`src/design/dbcs_pkg.sv`:
```
package dbcs_pkg;

  // Decimal digits that a saturated value can have.
  localparam int DEC_DIGITS = 7;
  localparam int MAX_DIGITS = 7;
  localparam int MAX_BLINKS = 128;

  localparam int VALUE_W = 24;
  localparam int UNIT_W  = 16;
  localparam int TIME_W  = 18;
  localparam int CNT_W   = 3;
  localparam int BLINK_W = 4;
  localparam int TOTAL_W = 9;

  localparam logic [UNIT_W-1:0] UNIT_RESET   = 16'd250;
  localparam logic              REPEAT_RESET = 1'b1;

  // Input kinds, carried on tuser.
  localparam logic [1:0] KIND_TICK   = 2'd0;
  localparam logic [1:0] KIND_START  = 2'd1;
  localparam logic [1:0] KIND_CANCEL = 2'd2;

  // Configuration register indexes.
  localparam logic CFG_BLINK_UNIT  = 1'b0;
  localparam logic CFG_REPEAT_MODE = 1'b1;

  // Largest value shown: 9999999, or all nines of MAX_DIGITS digits if smaller.
  function automatic longint sat_limit_calc(input int ndig);
    longint p;
    p = 1;
    for (int k = 0; k < ndig; k++) begin
      p = p * 10;
    end
    return ((p - 1) < 9999999) ? (p - 1) : 9999999;
  endfunction

  localparam logic [VALUE_W-1:0] SAT_LIMIT = VALUE_W'(sat_limit_calc(MAX_DIGITS));

  // Reciprocal multiply for x / 10, exact for every 24-bit x.
  localparam logic [VALUE_W-1:0] RECIP10 = 24'hCCCCCD;

  typedef logic [DEC_DIGITS-1:0][3:0] digits_t;

  // One item moving through the digit pipeline.
  typedef struct packed {
    logic [1:0]         kind;
    logic [VALUE_W-1:0] rem;
    digits_t            digits;
  } pipe_t;

  // Item handed to the sequencer: digits least significant first.
  typedef struct packed {
    logic [1:0]       kind;
    digits_t          digits;
    logic [CNT_W-1:0] cnt;
    logic             too_long;
  } item_t;

endpackage

```
`src/design/dbcs_blink_fsm.sv`:
```
module dbcs_blink_fsm (
  input  logic                         clk,
  input  logic                         rst_n,
  input  logic                         i_valid,
  output logic                         i_ready,
  input  dbcs_pkg::item_t              i_item,
  input  logic [dbcs_pkg::UNIT_W-1:0]  blink_unit,
  input  logic                         repeat_mode,
  output logic                         o_valid,
  input  logic                         o_ready,
  output logic                         o_led_on,
  output logic                         o_running
);

  dbcs_pkg::digits_t              dig_r, dig_nxt;
  logic [dbcs_pkg::CNT_W-1:0]     cnt_r, cnt_nxt;
  logic [dbcs_pkg::CNT_W-1:0]     idx_r, idx_nxt;
  logic [dbcs_pkg::BLINK_W-1:0]   blink_r, blink_nxt;
  logic                           final_r, final_nxt;
  logic                           level_r, level_nxt;
  logic [dbcs_pkg::TIME_W-1:0]    time_r, time_nxt;
  logic                           active_r, active_nxt;
  logic                           out_vld_r;
  logic                           take;

  logic [dbcs_pkg::TIME_W-1:0]    unit1;
  logic [dbcs_pkg::TIME_W-1:0]    unit2;
  logic [dbcs_pkg::CNT_W-1:0]     pos;
  logic [3:0]                     cur_digit;
  logic [4:0]                     cur_blinks;
  logic [dbcs_pkg::TIME_W-1:0]    time_dec;

  assign i_ready = !out_vld_r || o_ready;
  assign take    = i_valid && i_ready;

  assign unit1 = (blink_unit == '0) ? dbcs_pkg::TIME_W'(1) : dbcs_pkg::TIME_W'(blink_unit);
  assign unit2 = unit1 << 1;

  // Digits are kept least significant first; the pattern walks from the top.
  assign pos        = cnt_r - dbcs_pkg::CNT_W'(1) - idx_r;
  assign cur_digit  = (idx_r < cnt_r) ? dig_r[pos] : 4'd0;
  assign cur_blinks = (cur_digit == 4'd0) ? 5'd10 : {1'b0, cur_digit};
  assign time_dec   = (time_r != '0) ? time_r - dbcs_pkg::TIME_W'(1) : time_r;

  always_comb begin
    logic [4:0] bnext;
    dig_nxt    = dig_r;
    cnt_nxt    = cnt_r;
    idx_nxt    = idx_r;
    blink_nxt  = blink_r;
    final_nxt  = final_r;
    level_nxt  = level_r;
    time_nxt   = time_r;
    active_nxt = active_r;
    bnext      = {1'b0, blink_r} + 5'd1;
    unique case (i_item.kind)
      dbcs_pkg::KIND_TICK: begin
        if (active_r) begin
          time_nxt = time_dec;
          if (time_dec == '0) begin
            if (level_r) begin
              level_nxt = 1'b0;
              if (final_r) begin
                if (!repeat_mode) begin
                  active_nxt = 1'b0;
                  time_nxt   = '0;
                  idx_nxt    = '0;
                  blink_nxt  = '0;
                  final_nxt  = 1'b0;
                end else begin
                  time_nxt = unit2;
                end
              end else if (bnext >= cur_blinks) begin
                time_nxt = unit2;
              end else begin
                time_nxt = unit1;
              end
            end else begin
              if (final_r) begin
                idx_nxt   = '0;
                blink_nxt = '0;
                final_nxt = (cnt_r == '0);
              end else if (bnext >= cur_blinks) begin
                blink_nxt = '0;
                idx_nxt   = idx_r + dbcs_pkg::CNT_W'(1);
                if ({1'b0, idx_r} + 4'd1 >= {1'b0, cnt_r}) begin
                  final_nxt = 1'b1;
                end
              end else begin
                blink_nxt = bnext[dbcs_pkg::BLINK_W-1:0];
              end
              level_nxt = 1'b1;
              time_nxt  = final_nxt ? unit2 : unit1;
            end
          end
        end
      end
      dbcs_pkg::KIND_START: begin
        dig_nxt   = i_item.digits;
        cnt_nxt   = i_item.cnt;
        idx_nxt   = '0;
        blink_nxt = '0;
        if (i_item.too_long) begin
          active_nxt = 1'b0;
          level_nxt  = 1'b0;
          time_nxt   = '0;
          final_nxt  = 1'b0;
        end else begin
          active_nxt = 1'b1;
          level_nxt  = 1'b1;
          final_nxt  = (i_item.cnt == '0);
          time_nxt   = (i_item.cnt == '0) ? unit2 : unit1;
        end
      end
      dbcs_pkg::KIND_CANCEL: begin
        active_nxt = 1'b0;
        level_nxt  = 1'b0;
        time_nxt   = '0;
        idx_nxt    = '0;
        blink_nxt  = '0;
        final_nxt  = 1'b0;
      end
      default: begin
      end
    endcase
  end

  always_ff @(posedge clk) begin
    if (!rst_n) begin
      dig_r     <= '0;
      cnt_r     <= '0;
      idx_r     <= '0;
      blink_r   <= '0;
      final_r   <= 1'b0;
      level_r   <= 1'b0;
      time_r    <= '0;
      active_r  <= 1'b0;
      out_vld_r <= 1'b0;
    end else begin
      if (take) begin
        dig_r    <= dig_nxt;
        cnt_r    <= cnt_nxt;
        idx_r    <= idx_nxt;
        blink_r  <= blink_nxt;
        final_r  <= final_nxt;
        level_r  <= level_nxt;
        time_r   <= time_nxt;
        active_r <= active_nxt;
      end
      if (take) begin
        out_vld_r <= 1'b1;
      end else if (o_ready) begin
        out_vld_r <= 1'b0;
      end
    end
  end

  // The state registers only move when a transaction enters the result slot,
  // so they hold exactly the fields of the waiting result.
  assign o_valid   = out_vld_r;
  assign o_led_on  = level_r;
  assign o_running = active_r;

  a_level_needs_active: assert property (@(posedge clk) disable iff (!rst_n)
    level_r |-> active_r) else $error("output on while no pattern is active");

  a_time_nonzero: assert property (@(posedge clk) disable iff (!rst_n)
    active_r |-> (time_r != '0)) else $error("active pattern with no time left");

  a_index_in_range: assert property (@(posedge clk) disable iff (!rst_n)
    (active_r && !final_r) |-> (idx_r < cnt_r)) else $error("digit index past count");

  a_blink_in_range: assert property (@(posedge clk) disable iff (!rst_n)
    blink_r < 4'd10) else $error("blink count within digit out of range");

  a_hold_when_stalled: assert property (@(posedge clk) disable iff (!rst_n)
    (out_vld_r && !o_ready) |=> ($stable(level_r) && $stable(active_r)))
    else $error("pattern state moved while result stalled");

endmodule

```
`config.mk`:
```
export PLATFORM = sky130hd
export DESIGN_NAME = dbcs_blink_fsm
export DESIGN_NICKNAME = d
export VERILOG_FILES = /design/src/design/dbcs_pkg.sv /design/src/design/dbcs_blink_fsm.sv
export SDC_FILE = /design/constraint.sdc
export NUM_CORES = 1
export LEC_CHECK = 0
export BUFFER_PORTS_ARGS = -buffer_cell sky130_fd_sc_hd__buf_2
export CELL_PAD_IN_SITES_DETAIL_PLACEMENT = 0
export CELL_PAD_IN_SITES_GLOBAL_PLACEMENT = 1
export CORE_MARGIN = 4
export CORE_UTILIZATION = 30
export CTS_CLUSTER_SIZE = 14
export DETAILED_ROUTE_END_ITERATION = 12
export GPL_TIMING_DRIVEN = 1
export PLACE_DENSITY = 0.6
export SYNTH_ARGS = -nofsm -noshare
export SYNTH_HDL_FRONTEND = slang
export SYNTH_SLANG_ARGS = --single-unit
```
`constraint.sdc`:
```
create_clock -name clk -period 10 [get_ports clk]
set_input_delay 0.5 -clock clk [delete_from_list [all_inputs] [get_ports clk]]
set_output_delay 0.5 -clock clk [all_outputs]
set_load 0.03 [all_outputs]
```
# [Word level (Yosys, flattened, before mapping)]
# Index checks and enable logic that the tools add are counted.
# Widths: inputs -> output; s select.
[op_classes] bitwise_logic=0 n_reduce_logical=20 multipliers=0 n_div=0 magnitude_cmp=4 addsub=6 muxes=58 eq_ne=7 n_shift=0
[ops] op="$mux 18" n=5
[ops] op="$mux 17" n=5
[ops] op="$pmux 18 s3" n=1
[ops] op="$mux 4" n=10
[ops] op="$mux 1" n=23
[ops] op="$mux 3" n=7
[ops] op="$logic_not 18->1" n=1
[ops] op="$reduce_bool 18->1" n=1
[ops] op="$sub 18x1->18 const B" n=1
[ops] op="$logic_not 16->1" n=1
[ops] op="$mux 16" n=1
[ops] op="$bmux 4 s3" n=1
[ops] op="$ne 3x3->1 const B" n=3
[ops] op="$pmux 1 s3" n=3
[ops] op="$pmux 4 s2" n=1
[ops] op="$reduce_and 7->1" n=1
[ops] op="$logic_not 3->1" n=2
[ops] op="$pmux 3 s2" n=1
[ops] op="$reduce_and 6->1" n=1
[ops] op="$add 4x1->5 const B" n=1
[ops] op="$ge 5x4->1" n=1
[ops] op="$add 3x1->4 const B" n=1
[ops] op="$ge 4x3->1" n=1
[ops] op="$logic_not 4->1" n=1
[ops] op="18 further kinds" n=21
[totals] word_cells=110 romBits=0 mem_count=0 reg_bits=60 ram_bits=0 input_bits=55 latchBits=0

# [Logic depth before layout (Yosys ltp)]
# Gate-level depths: netlist of the first run.
[logic_depth] ltp_word=19 mapped_depth=23

# [Worst setup path before layout of the first run]
# Ideal clock, no wire load.
[synth_timing] kind="register to register" from="register idx_r[0] in the netlist's numbering" to="register time_r[15] in the netlist's numbering" stages_incl_launch_ff=23 n_path_buf=3 period_less_slack_ps=4704 t_arrival_ps=4584 path_slack_ps=5296 path_cell_list="dfxtp_1 -> inv_1 -> ha_1 -> inv_1 -> fa_1 -> xor2_1 -> clkbuf_1 -> mux4_2 -> nand2_1 -> o21ai_0 -> nand2b_1 -> nand4_1 -> and2_1 -> ha_1 -> a211oi_1 -> o21ai_0 -> a22oi_1 -> buf_2 -> buf_2 -> mux2i_1 -> a21oi_1 -> a211oi_1 -> nor2_1"
[synth_between] elab_chain_len=18
[synth_lines] item="start: declaration" line_no="dbcs_blink_fsm.sv:17" text="logic [dbcs_pkg::CNT_W-1:0] idx_r, idx_nxt;"
[synth_lines] item="start signal: assignment" line_no="dbcs_blink_fsm.sv:143" text="idx_r <= idx_nxt;"
[synth_lines] item="$sub 3x3->3" line_no="dbcs_blink_fsm.sv:40" text="assign pos = cnt_r - dbcs_pkg::CNT_W'(1) - idx_r;"
[synth_lines] item="$bmux 4 s3" line_no="dbcs_blink_fsm.sv:41" text="assign cur_digit = (idx_r < cnt_r) ? dig_r[pos] : 4'd0;"
[synth_lines] item="$mux 4 (implied by the code)" line_no="dbcs_blink_fsm.sv:41"
[synth_lines] item="$mux 4" line_no="dbcs_blink_fsm.sv:41"
[synth_lines] item="$logic_not 4->1" line_no="dbcs_blink_fsm.sv:42" text="assign cur_blinks = (cur_digit == 4'd0) ? 5'd10 : {1'b0, cur_digit};"
[synth_lines] item="$mux 4" line_no="dbcs_blink_fsm.sv:42"
[synth_lines] item="$ge 5x4->1" line_no="dbcs_blink_fsm.sv:73, dbcs_blink_fsm.sv:83"
[synth_lines] item="$mux 1" line_no="dbcs_blink_fsm.sv:83" text="end else if (bnext >= cur_blinks) begin"
[synth_lines] item="[... 2 more ...]"
[synth_lines] item="$mux 1" line_no="dbcs_blink_fsm.sv:60" text="if (time_dec == '0) begin"
[synth_lines] item="$mux 1" line_no="dbcs_blink_fsm.sv:58" text="if (active_r) begin"
[synth_lines] item="$mux 1" line_no="dbcs_blink_fsm.sv:56" text="unique case (i_item.kind)"
[synth_lines] item="$mux 17" line_no="dbcs_blink_fsm.sv:93" text="time_nxt = final_nxt ? unit2 : unit1;"
[synth_lines] item="$mux 18 *" line_no="dbcs_blink_fsm.sv:61" text="if (level_r) begin"
[synth_lines] item="$mux 18 *" line_no="dbcs_blink_fsm.sv:60"
[synth_lines] item="$mux 18 *" line_no="dbcs_blink_fsm.sv:58"
[synth_lines] item="$pmux 18 s3 *" line_no="dbcs_blink_fsm.sv:56"
[synth_lines] item="end signal: assignment" line_no="dbcs_blink_fsm.sv:147" text="time_r <= time_nxt;"
[synth_lines] item="end: declaration" line_no="dbcs_blink_fsm.sv:21" text="logic [dbcs_pkg::TIME_W-1:0] time_r, time_nxt;"
# Mark *: on every way between the ends. The rest lies on a longest branch, timed or not. The select of a mux whose other input is x is not followed.
# A chain may end at the register's enable or synchronous reset.

# [Final worst setup path of the first run]
[layout_timing] from="register idx_r[0] in the netlist's numbering" to="register time_r[1] in the netlist's numbering"
# The elaborated chain is that of the path after synthesis.

==> results of run 1 <==
==> cells by family after synthesis <==
group	Yosys count	share of synthesized area
AO/OA/AOI/OAI	189	0.2866
XOR/XNOR	10	0.01875
adder cells (fa/ha/maj)	18	0.04981
buffers and inverters	60	0.05088
flip-flops	60	0.2571
multiplexers	44	0.1058
AND/OR/NAND/NOR	209	0.2311
==> metal layers <==
metal  GRT usage  wire length [um]  vias to the layer above
met5           0                 0                        -
met4     0.05312               278                        0
met3     0.03764               628                       18
met2      0.2777              7109                      102
met1      0.2252              6814                     2212
li1            -                 -                     2265
==> power breakdown <==
part / switching, mW / internal (mW)
Clock: 0.114 / 0.190
Combinational: 0.120 / 0.0762
Sequential: 0.0189 / 0.251
==> cells in the mapped netlist (all sizes together), types with 12 or more instances <==
library cell  number  area [um^2]
o21ai             40        200.2
nand2             90        337.8
a31oi             12        75.07
a21oi             26        137.6
inv               18        67.56
mux2i             37        370.4
nor2              34        130.1
a221oi            15        131.4
dfxtp             60         1201
clkbuf            33        123.9
ha                17        212.7
a211oi            12        95.09
a21boi            34        259.0
nand2b            13        81.33
nor3              13        65.06
==> flip-flops by register name, summed over array words and instances, names as in the netlist <==
name,cells
o_valid,1
time_r,18
o_running,1
cnt_r,3
dig_r,28
o_led_on,1
final_r,1
idx_r,3
blink_r,4
==> per-stage QoR <==
stage            util  setup WS, ns  instance area, um^2  std cells  power (mW)
2_1_floorplan       -         5.296                 4672        590      0.4083
3_3_place_gp   0.3347         5.238                 5087        799      0.4696
6_report       0.3533         5.065                 5370        814      0.7709
4_1_cts        0.3533         5.054                 5370        814      0.7813
3_5_place_dp   0.3347         5.105                 5087        799      0.4710
5_1_grt        0.3533         4.570                 5370        814      0.8125
==> final cells by class <==
cell class                      count  area (um^2)
Sequential cell                    60         1201
Inverter                           18        67.56
Fill cell                        1615         9832
Timing Repair Buffer               63        327.8
Tap cell                          188        235.2
Clock buffer                       10        229.0
Clock inverter                      5        53.80
Multi-Input combinational cell    470         3256
==> worst min path at each step <==
stage | startpoint | to | cells past startpoint
after detailed placement | dig_r[23]$_SDFFE_PN0P_ | dig_r[23]$_SDFFE_PN0P_ | 2
after floorplan | dig_r[20]$_SDFFE_PN0P_ | dig_r[20]$_SDFFE_PN0P_ | 2
final | i_item[7] | dig_r[3]$_SDFFE_PN0P_ | 3
after global placement | dig_r[15]$_SDFFE_PN0P_ | dig_r[15]$_SDFFE_PN0P_ | 2
after CTS | i_item[27] | dig_r[23]$_SDFFE_PN0P_ | 3
after global routing | i_item[7] | dig_r[3]$_SDFFE_PN0P_ | 3
==> worst register-to-register path, stage by stage, from the launching register on <==
cell      delay [ns]
dfxtp_1         0.36
inv_1           0.07
ha_1            0.13
inv_1           0.06
fa_1            0.37
xor2_1          0.15
buf_4           0.24
mux4_2          0.53
nand2_1         0.07
o21ai_0         0.08
nand2b_1        0.11
nand4_1         0.09
and2_1          0.18
ha_1            0.26
o21ai_0         0.09
o211a_1         0.45
nor2_1          0.92
a22oi_1         0.18
mux2i_1         0.20
a21oi_1         0.10
a211oi_2        0.21
==> run summary, run 1 <==
Initial antenna violation count -> 0
Worst-path cell chain -> inv_1 > ha_1 > inv_1 > fa_1 > xor2_1 > buf_4 > mux4_2 > nand2_1 > o21ai_0 > nand2b_1 > nand4_1 > and2_1 > ha_1 > o21ai_0 > o211a_1 > nor2_1 > a22oi_1 > mux2i_1 > a21oi_1 > a211oi_2
Total grt overflow -> 0
DRT iter0 DRCs -> 292
Vias in the first global route -> 4502
Post-synthesis cell count -> 590
N_diodes -> 0
Core Region -> 15200 um^2
CP peak stage delay -> 0.92 ns
Slew HR -> 0.2253
P_leak -> 2.057 nW
R2r setup slk -> 5.06 ns
Htree depth -> 3
Layout cell share with drive strength beyond 1 -> 0.1741
Slowest CP cell -> nor2_1
DR pass1 iterations -> 5
Clk sinks -> 60
RSZ-0062 raised after global routing -> false
Skew-Pair Late Insertion Delay -> 0.34 ns
Main synth FF type -> dfxtp_1
Max_cap viols -> 0
CTS tree -> built
Synthesized flop and latch total -> 60
First-pass GRT wire length -> 24290 um
Total vias in the final route -> 4597
Seq/Total Area, Yosys -> 0.2571
Post-synth net total -> 663
Slew Viols, Final -> 0
WL final -> 14830 um
Critical Path Start Type -> flip-flop
Most frequent cells in the layout -> 90 x nand2_1, 60 x dfxtp_1, 58 x buf_2
Status -> finished, final reports clean
Post-synth EDFFs -> 0
# DRC -> 0
Number of I/O port buffers -> 58
Die H -> 132.8 um
Buffers & Inverters on Critical Path -> 3
Setup TNS -> 0 ns
Fraction of registers with async set/reset -> 0
Crit-path max FO -> 17
Setup Skew -> 0.01179 ns
Tmin final -> 4.935 ns
Reg2reg start -> idx_r[0]$_SDFFE_PN0P_
CP delay by family, top -> simple AND/OR/NAND/NOR gates
Syn_area_per_cell -> 7.919 um^2
Vias/cell -> 5.647
Resize count post-CTS -> 0
FMAX -> 202.6 MHz
Largest buffer count on any clock path -> 2
Area growth syn-to-layout -> 14.94%
Peak supply drop -> 75.89 uV
Power per cell area -> 143.6 nW/um^2
Crit. path cell count -> 20
Syn. warnings -> 0
Row cnt -> 45
Post-Syn Area -> 4672 um^2
Wire per inst -> 18.22 um
GP Congestion -> 0.8249
Die X -> 132.8 um
R2r endpoint -> time_r[1]$_SDFFE_PN0P_
Crit path kind -> reg2reg
Final hold viol count -> 0
# IOs -> 59
WP data required -> 10.25 ns
Postcts setup bufs -> 0
Hold_ws -> 0.4134 ns
Starting Density -> 0.3073
R2R cell count -> 20
Num CTS Buffers -> 9
GRT Total Usage -> 0.1706
Clock edge transition at the registers on the reported setup and hold paths -> 0.06 ns
Die Footprint -> 17630 um^2
HPWL after detailed placement -> 10860 um
CP startpoint -> idx_r[0]$_SDFFE_PN0P_
Root buf cell -> clkbuf_16
DRT antenna net count -> 0
Fin crit share -> 0.4935
CP endpoint kind -> flip-flop
Crit path capture -> time_r[1]$_SDFFE_PN0P_
Hold-fix buffers at CTS -> 0
Final net count -> 695
Worst hold path class -> in2reg
Synth cell types -> 72
Slew @ Worst Pin -> 1.159 ns
Crit path DAT -> 5.19 ns
Pin count of the biggest net entering global routing -> 67
Commonest non-fill, non-tap cell in the layout -> nand2_1
Final-report setup violation count -> 0
Note: power is estimated with default switching activity, not from simulation.
==> inputs of run 2 (changes only) <==
- ABC_AREA: not set -> 1
- PLACE_DENSITY: 0.6 -> 0.63
- clock period: 10 -> 4.97 ns (I/O delays scaled with it)
==> run 2 against run 1 <==
Effect of this change: combinational power increased to 4.1 times the previous value; clock skew decreased by 0.0048 ns; die area increased by 1.6%; hold slack got worse by 0.23 ns; critical endpoint is now time_r[14]$_SDFFE_PN0P_; power increased to 2.6 times the previous value.
==> run summary, run 2 <==
Mux cell area share after synthesis -> 0 (-0.1058)
Slew Viols, Final -> 0 (unchanged)
WP data required -> 5.23 ns (-5.02 ns)
P_leak -> 2.518 nW (+22%)
Place WS -> 0.6441 ns (-4.461 ns)
Resize count post-CTS -> 0 (unchanged)
First-pass GRT wire length -> 25220 um (+3.8%)
Synthesized flop and latch total -> 60 (unchanged)
Total grt overflow -> 0 (unchanged)
Final net count -> 890 (+28%)
Clk sinks -> 60 (unchanged)
Cell count after placement -> 1017 (+27%)
Crit-path max FO -> 16 (-1)
Peak supply drop -> 169.3 uV (+120%)
Layout cell share with drive strength beyond 1 -> 0.1168 (-0.05733)
Count leader, synth -> nand2_1
Commonest non-fill, non-tap cell in the layout -> nand2_1
Initial antenna violation count -> 0 (unchanged)
Slew HR -> 0.3167 (+0.09141)
CTS tree -> built
Die H -> 133.9 um (+0.82%)
Die Footprint -> 17920 um^2 (+1.6%)
Final hold viol count -> 0 (unchanged)
CP delay by family, top -> compound AO/OA/AOI/OAI gates
Htree depth -> 3 (unchanged)
Pin count of the biggest net entering global routing -> 51 (-24%)
Vias/cell -> 4.955 (-12%)
Total chip power -> 1.980 mW (+160%)
Crit path DAT -> 4.57 ns (-0.62 ns)
CP peak stage delay -> 0.49 ns (-0.43 ns)
Postcts setup bufs -> 0 (unchanged)
Setup TNS -> 0 ns (unchanged)
Synth top area cells -> dfxtp_1 25%, nand2_1 15%, nand3_1 10%
Synth Area in Compound Gates -> 0.2032 (-0.08334)
RSZ-0062 raised after global routing -> false
Row cnt -> 45 (unchanged)
Core Region -> 15370 um^2 (+1.1%)
N_diodes -> 0 (unchanged)
Hold-fix buffers at CTS -> 0 (unchanged)
Post-synth net total -> 853 (+29%)
DR pass1 iterations -> 5 (unchanged)
Setup Skew -> 0.007008 ns (-0.004785 ns)
Synth Area in XOR/XNOR -> 0.01658 (-0.002163)
Wire per inst -> 15.02 um (-18%)
Simple-Gate Fraction of Synth Area -> 0.3683 (+0.1371)
Slowest CP cell -> fa_1
DRT antenna net count -> 0 (unchanged)
Number of flip-flops in the largest register -> 28 (unchanged)
Final core utilization -> 0.3550 (+0.001735)
Syn_area_per_cell -> 6.094 um^2 (-23%)
Post-synthesis cell count -> 780 (+32%)
DRT iter0 DRCs -> 363 (+24%)
Power per cell area -> 362.9 nW/um^2 (+150%)
CP most frequent cell -> nand2_1
Largest buffer count on any clock path -> 2 (unchanged)
Tmin final -> 4.318 ns (-0.6175 ns)
Vias in the first global route -> 4770 (+6.0%)
WL final -> 15520 um (+4.6%)
Seq/Total Area, Yosys -> 0.2527 (-0.004399)
Largest family of logic cells by synthesized area -> simple AND/OR/NAND/NOR gates
GP Congestion -> 0.9057 (+9.8%)
Worst hold path class -> in2reg
Top-area cell type share of the netlist area -> 0.2527 (-0.004399)
Post-synth EDFFs -> 0 (unchanged)
Num CTS Buffers -> 9 (unchanged)
Number of I/O port buffers -> 58 (unchanged)
Syn. warnings -> 0 (unchanged)
Most frequent cells in the layout -> 186 x nand2_1, 98 x nand3_1, 90 x inv_1
Clock edge transition at the registers on the reported setup and hold paths -> 0.06 ns (about the same)
Post-Syn Area -> 4753 um^2 (+1.7%)
Worst-path cell chain -> inv_1 > ha_1 > inv_1 > fa_1 > inv_1 > o21ai_0 > o21a_1 > o211ai_1 > o21ai_0 > nor3_1 > nor2_1 > ha_1 > a21oi_1 > nand3_1 > inv_1 > nand2_1 > o21ai_0 > nand2_1 > nand2_1 > nand3_1 > nand2_1 > nand2_1 > a21oi_1
Max_cap viols -> 0 (unchanged)
Largest area contributor in the netlist -> dfxtp_1
Commonest cells in the netlist -> 186 x nand2_1, 98 x nand3_1, 90 x inv_1, 85 x a21oi_1, 73 x o21ai_0
Fin crit share -> 0.8688 (+0.3752)
Final worst slack -> 0.6523 ns (-4.412 ns)
Slew @ Worst Pin -> 1.021 ns (-0.1376 ns)
# DRC -> 0 (unchanged)
Die X -> 133.9 um (+0.82%)
Skew-Pair Late Insertion Delay -> 0.33 ns (about the same)
Starting Density -> 0.3092 (+0.001914)
Crit path kind -> reg2reg
Fin cells -> 1033 (+27%)
Status -> finished, final reports clean
Root buf cell -> clkbuf_16
Final-report setup violation count -> 0 (unchanged)
FMAX -> 231.6 MHz (+14%)
Fraction of registers with async set/reset -> 0 (unchanged)
Largest regs -> dig_r: 28 flops, time_r: 18 flops, blink_r: 4 flops
GRT Total Usage -> 0.1732 (+0.002623)
Buffers & Inverters on Critical Path -> 4 (+1)
Total vias in the final route -> 5118 (+11%)
# IOs -> 59 (unchanged)
Synth cell types -> 37 (-49%)
Area growth syn-to-layout -> 14.79%
Critical Path Start Type -> flip-flop
Main synth FF type -> dfxtp_1
HPWL after detailed placement -> 11720 um (+7.9%)
Top reg by flops -> dig_r
Post-Synth Adder-Cell Area -> 0.04896 (-0.0008523)
CP endpoint kind -> flip-flop
run 2: cell count changes in the layout (fill, tap and decap cells not counted), sizes merged, moves of 33 or more:
cell | previous run | this run
o21ai | 40 | 73
mux2i | 37 | 0
nand2 | 90 | 191
nand3 | 10 | 101
inv | 18 | 91
a21oi | 26 | 85
nor2 | 34 | 69
a21boi | 34 | 0
run 2: final timing paths:
check                                            from                 endpoint  slack [ns]  cells after the start
worst max-delay path            idx_r[0]$_SDFFE_PN0P_  time_r[14]$_SDFFE_PN0P_        0.65                     23
worst min-delay path                       i_item[24]   dig_r[20]$_SDFFE_PN0P_        0.18                      3
worst max register to register  idx_r[0]$_SDFFE_PN0P_  time_r[14]$_SDFFE_PN0P_        0.65                     23
worst min register to register  dig_r[2]$_SDFFE_PN0P_    dig_r[2]$_SDFFE_PN0P_        0.45                      2
run 2: cell type report:
| class | instances | area (um^2) |
|---|---|---|
| Multi-Input combinational cell | 593 | 3028 |
| Fill cell | 1702 | 9915 |
| Clock inverter | 7 | 76.32 |
| Inverter | 91 | 341.6 |
| Timing Repair Buffer | 62 | 320.3 |
| Clock buffer | 9 | 225.2 |
| Sequential cell | 60 | 1201 |
| Tap cell | 211 | 264.0 |
run 2: worst min-delay path: stages:
cell and delay (ns):
buf_2 0.10, nand3_1 0.07, a21oi_1 0.06
run 2: through the flow:
stage | hold slack (ns) | area, um^2
2_1_floorplan | 0.4132 | 4753
4_1_cts | 0.1705 | 5456
5_1_grt | 0.1774 | 5456
3_5_place_dp | 0.4406 | 5155
6_report | 0.1843 | 5456
3_3_place_gp | 0.4391 | 5155
run 2: report_power, final:
part | internal, mW | switching, mW | leakage, nW
Clock | 0.390 | 0.245 | 0.142
Sequential | 0.512 | 0.0317 | 0.491
Combinational | 0.252 | 0.549 | 1.89
Total | 1.15 | 0.826 | 2.52
run 2: kinds of logic (layout without fill, tap and decap cells):
kind of cell,Yosys count,after routing
buffers and inverters,127,169
DFF,60,60
xor gates and xnor gates,9,9
and+or+nand+nor,387,387
adders and majority gates,18,18
AOI/OAI and AO/OA,179,179
run 2: layer usage:
layer	vias to the layer above	track usage	share of wire
met5	-	0	0
met4	0	0.05029	0.016
met3	15	0.03113	0.044
met2	100	0.2482	0.42
met1	2333	0.2624	0.52
li1	2670	-	-
